## src/design/pmqf_pkg.sv

```systemverilog
// Shared types, codes and sizes of the priority message queue fan-out unit.
// Depends on nothing; the top level, pmqf_ctrl and pmqf_datapath use it by scoped names.
package pmqf_pkg;

    localparam int QUEUE_DEPTH      = 16;
    localparam int SUBSCRIBER_SLOTS = 16;
    localparam int PRIORITY_LEVELS  = 3;
    localparam int PAYLOAD_BYTES    = 8;

    localparam int PRIO_W    = 2;
    localparam int QIDX_W    = $clog2(QUEUE_DEPTH);
    localparam int FILL_W    = $clog2(QUEUE_DEPTH + 1);
    localparam int SUB_W     = $clog2(SUBSCRIBER_SLOTS);
    localparam int SCNT_W    = $clog2(SUBSCRIBER_SLOTS + 1);
    localparam int PEND_W    = 6;
    localparam int DROP_W    = 32;
    localparam int RAM_DEPTH = PRIORITY_LEVELS * QUEUE_DEPTH;
    localparam int RAM_AW    = $clog2(RAM_DEPTH);

    localparam int CAP_W     = 5;
    localparam int LIM_W     = 4;
    localparam int IDLIM_W   = 9;
    localparam int CFG_W     = 9;
    localparam int CFG_IDX_W = 2;

    localparam logic [CFG_IDX_W-1:0] CFG_QUEUE_CAPACITY = 2'd0;
    localparam logic [CFG_IDX_W-1:0] CFG_PAYLOAD_LIMIT  = 2'd1;
    localparam logic [CFG_IDX_W-1:0] CFG_VALID_ID_LIMIT = 2'd2;

    localparam logic [1:0] MODE_POST     = 2'd0;
    localparam logic [1:0] MODE_DISPATCH = 2'd1;
    localparam logic [1:0] MODE_REGISTER = 2'd2;
    localparam logic [1:0] MODE_BAD      = 2'd3;

    localparam logic [3:0] ST_POSTED     = 4'd0;
    localparam logic [3:0] ST_REGISTERED = 4'd1;
    localparam logic [3:0] ST_DELIVERED  = 4'd2;
    localparam logic [3:0] ST_UNHEARD    = 4'd3;
    localparam logic [3:0] ST_EMPTY      = 4'd4;
    localparam logic [3:0] ST_INVALID    = 4'd5;
    localparam logic [3:0] ST_TOO_LONG   = 4'd6;
    localparam logic [3:0] ST_FULL       = 4'd7;
    localparam logic [3:0] ST_TABLE_FULL = 4'd8;

    typedef struct packed {
        logic [1:0]  mode;
        logic [1:0]  prio;
        logic [7:0]  source_id;
        logic [7:0]  dest_id;
        logic [7:0]  access_point;
        logic [7:0]  length;
        logic [63:0] payload_word;
    } in_t;

    typedef struct packed {
        logic [3:0]        status;
        logic [3:0]        subscriber;
        logic [7:0]        out_source;
        logic [7:0]        out_dest;
        logic [7:0]        out_access_point;
        logic [3:0]        out_length;
        logic [63:0]       out_payload;
        logic              last;
        logic [PEND_W-1:0] pending_total;
        logic [DROP_W-1:0] queue_drops;
    } out_t;

    typedef struct packed {
        logic [7:0] src;
        logic [7:0] dst;
        logic [7:0] ap;
        logic [3:0] len;
    } hdr_t;

    typedef struct packed {
        hdr_t        hdr;
        logic [63:0] payload;
    } entry_t;

    localparam int ENTRY_W = $bits(entry_t);

    typedef struct packed {
        logic capture;
        logic exec_single;
        logic pop;
        logic scan_start;
        logic scan_step;
        logic finish;
    } cmd_t;

    typedef struct packed {
        logic is_dispatch;
        logic nonempty;
        logic out_free;
        logic scan_empty;
        logic scan_last;
    } stat_t;

endpackage

```

## src/design/pmqf_ctrl.sv

```systemverilog
// Sequencer of the priority message queue fan-out unit.
// Depends on pmqf_pkg; drives commands to pmqf_datapath and reads its status.
module pmqf_ctrl (
    input  logic           clk,
    input  logic           rst_n,
    input  logic           in_valid,
    output logic           in_ready,
    input  pmqf_pkg::stat_t stat,
    output pmqf_pkg::cmd_t  cmd
);

    typedef enum logic [2:0] {
        S_IDLE,
        S_EXEC,
        S_WAIT,
        S_SCAN,
        S_FINISH
    } state_t;

    state_t state_reg;
    state_t state_next;

    always_comb
    begin
        state_next = state_reg;
        cmd        = '0;
        in_ready   = 1'b0;
        unique case (state_reg)
            S_IDLE:
            begin
                in_ready    = 1'b1;
                cmd.capture = in_valid;
                if (in_valid)
                begin
                    state_next = S_EXEC;
                end
            end
            S_EXEC:
            begin
                if (stat.is_dispatch && stat.nonempty)
                begin
                    cmd.pop    = 1'b1;
                    state_next = S_WAIT;
                end
                else if (stat.out_free)
                begin
                    cmd.exec_single = 1'b1;
                    state_next      = S_IDLE;
                end
            end
            S_WAIT:
            begin
                cmd.scan_start = 1'b1;
                state_next     = S_SCAN;
            end
            S_SCAN:
            begin
                if (stat.scan_empty)
                begin
                    state_next = S_FINISH;
                end
                else if (stat.out_free)
                begin
                    cmd.scan_step = 1'b1;
                    if (stat.scan_last)
                    begin
                        state_next = S_FINISH;
                    end
                end
            end
            S_FINISH:
            begin
                if (stat.out_free)
                begin
                    cmd.finish = 1'b1;
                    state_next = S_IDLE;
                end
            end
            default:
            begin
                state_next = S_IDLE;
            end
        endcase
    end

    always_ff @(posedge clk or negedge rst_n)
    begin
        if (!rst_n)
        begin
            state_reg <= S_IDLE;
        end
        else
        begin
            state_reg <= state_next;
        end
    end

endmodule

```

## config.mk

```make
export PLATFORM = sky130hd
export DESIGN_NAME = pmqf_ctrl
export DESIGN_NICKNAME = d
export VERILOG_FILES = /design/src/design/pmqf_pkg.sv /design/src/design/pmqf_ctrl.sv
export SDC_FILE = /design/constraint.sdc
export NUM_CORES = 1
export LEC_CHECK = 0
export BUFFER_PORTS_ARGS = -buffer_cell sky130_fd_sc_hd__buf_2
export CAP_MARGIN = 20
export CORE_AREA = 2 2 39 41
export CTS_CLUSTER_SIZE = 20
export DETAILED_ROUTE_END_ITERATION = 10
export DIE_AREA = 0 0 41 43
export SYNTH_ARGS = -nofsm -noshare
export SYNTH_HDL_FRONTEND = slang
export SYNTH_SLANG_ARGS = --single-unit
```

## constraint.sdc

```tcl
create_clock -name clk -period 3.4 [get_ports clk]
set_clock_uncertainty 0.15 [all_clocks]
set_input_delay 0.68 -clock clk [delete_from_list [all_inputs] [get_ports clk]]
set_output_delay 0.68 -clock clk [all_outputs]
set_load 0.03 [all_outputs]
```

==> out/qor.yml <==
clocking:
  clock_sinks: 3
  root_buffer: "clkbuf_4"
  clkLatencyLatePin_ps: 240
  clk_path_buf_depth: 2
  postCtsSetupBuffers: 0
  clk_pin_slew_worst_paths_ps: 40
  cts_resized: 0
  numCtsBuffers: 3
  cts_tree: "done"
  htree_levels: 1
  cts_hold_repair.buffers: 0
place:
  finalWeightedCongestion: 0.712
  io_buffer_count: 14
  placed_area_um2: 304
pwr:
  peakVddDrop_uv: 328
  p_leak_uw: 0.000170
  p_per_area_nw_per_um2: 959
detailed_routing:
  drc: 0
  drt-total-wl_um: 593
  first_pass_iters: 1
  drtIter0Drc: 0
  wire_per_inst_um: 10.1
  route.vias.total: 243
  drt-vias-per-instance: 4.12
  postRouteAntennaNets: 0
floorplan:
  ioPinCount: 15
  core_um2: 1380
  die_x_um: 41
  die_area_um2: 1760
  row_count: 14
  dieHeight_um: 43
  start_util: 0.158
timing:
  rsz0062_at_grt: "no"
  maxSlewViolCount: 0
  setup_viol: 0
  fin_crit_sh: 0.650
  final.min_clock_period_ps: 2210
  finalSetupTns_ps: 0
  hold_viol_final: 0
  worst_pin_slew_ps: 290
  timing.slew.headroom: 0.807
  fmax_mhz: 453
run_status:
  status: "finished clean"
yosys:
  synth_area_leader_cell: "dfrtp_1"
  synth_seq_cells: 3
  ys_types: 16
  syn_inst: 26
  syn_nets: 34
  synthTopCellsByArea: "dfrtp_1, nor3_1, nor3b_1"
  synth_common_cells: "dfrtp_1, nand2_1, nor2_1, nor3_1"
  synth_ff_type: "dfrtp_1"
  synth_edf_count: 0
  async_flop_share: 1.00
  netlist_area_um2: 219
  yosys_warnings: 0
  yosysTopAreaCellShare: 0.343
  synth-seq-area-share: 0.343
  syn_avg_cell_area_um2: 8.42
worst_setup_path:
  crit_chain: "and2b_2 -> nand2_1 -> nor3b_1 -> buf_2"
  reg2reg_to: "state_reg[1]$_DFFE_PN0P_"
  start_kind: "flop"
  cp.depth: 4
  regToRegSetupSlack_ps: 2020
  reg2reg_from: "state_reg[2]$_DFFE_PN0P_"
  crit_arrival_ps: 1380
  worst_setup_path_end_kind: "output pin"
  path_max_fanout: 7
  crit_slowest_cell: "dfrtp_1"
  critical_path_class: "flop to output pin"
  slowest_delay_ps: 440
  cp.buffers_inverters: 1
  reg2reg_depth: 3
  cp_top_family: "simple AND/OR/NAND/NOR gates"
  cp_data_required_time_ps: 2570
layout:
  layout-drive-gt1-share: 0.465
  fin_nets: 52
  final_core_utilization: 0.239
  area_delta_synth_final_pct: 50.9
  register_area_um2: 75.1
  antennaDiodeCount: 0
  largest_reg_flops: 3
  multi_input_comb_area_um2: 139
  fillers: 159
  design_area_um2: 330
global_routing:
  grt.overflow.total: 0
  grt_use_total: 0.0894
  grt_pass1_wl_um: 1000
  grt_max_degree: 10
  antenna_found_initial: 0
  first_global_vias: 246
worst_hold_path:
  hold_path.class: "input pin to async pin"
job:
  maxCapViolations: 0
## per-stage QoR
step / power [uW] / cells / worst slack [ps] / hold slack [ps]
final: 317 / 59 / 1190 / 82.8
after global routing: 341 / 59 / 1070 / 76.8
after CTS: 320 / 59 / 1180 / 74.6
after detailed placement: 253 / 55 / 1320 / 329
after global placement: 252 / 55 / 1310 / 326
after floorplan: 210 / 26 / 931 / 234
## placed cells by master (no fill, tap or decap)
master,netlist,layout
a21boi_0,1,1
dfrtp_1,3,3
nor3_1,3,3
a211o_1,1,1
buf_2,1,14
nand3b_1,1,1
and2_1,1,1
nor3b_1,2,2
and3_2,1,1
clkbuf_4,0,3
and2b_2,1,1
nand2_1,3,3
clkbuf_1,0,1
a21boi_2,1,1
nor2_1,3,3
o31ai_1,1,1
or3b_1,1,1
nand2b_1,2,2
## report_power, final
group          switching [uW]  internal (uW)
clock                    19.6           44.1
combinational             102           63.4
sequential               34.8           53.1
## layout make-up
cell class,count,share of cell area
timing repair buffer,14,0.212
multi-input combinational,22,0.420
tap,16,0.0606
clock buffer,4,0.0795
sequential,3,0.227
## worst reg2reg max path, stage by stage (launching register included)
cell	delay, ps
dfrtp_1	450
nand2b_1	170
a211o_1	140
or3b_1	350
## worst max path at each step
stage                                        start  endpoint
after detailed placement                   stat[2]    cmd[4]
after global placement                     stat[2]    cmd[4]
after floorplan           state_reg[1]$_DFFE_PN0P_    cmd[5]
after CTS                 state_reg[2]$_DFFE_PN0P_    cmd[4]
after global routing      state_reg[2]$_DFFE_PN0P_    cmd[4]
final                     state_reg[2]$_DFFE_PN0P_    cmd[4]
## logic make-up after synthesis
| group | count (synthesis) | synth area share |
|---|---|---|
| AOI/OAI and AO/OA | 4 | 0.160 |
| and+or+nand+nor | 18 | 0.474 |
| DFF | 3 | 0.343 |
| buffers and inverters | 1 | 0.0228 |
## per-layer routing
| metal | part of all wire | GRT usage |
|---|---|---|
| met1 | 0.47 | 0.110 |
| met3 | 0.078 | 0.0366 |
| met5 | 0 | 0 |
| met2 | 0.45 | 0.103 |
| met4 | 0 | 0.100 |
No activity file was read; power rests on OpenSTA's default activity.
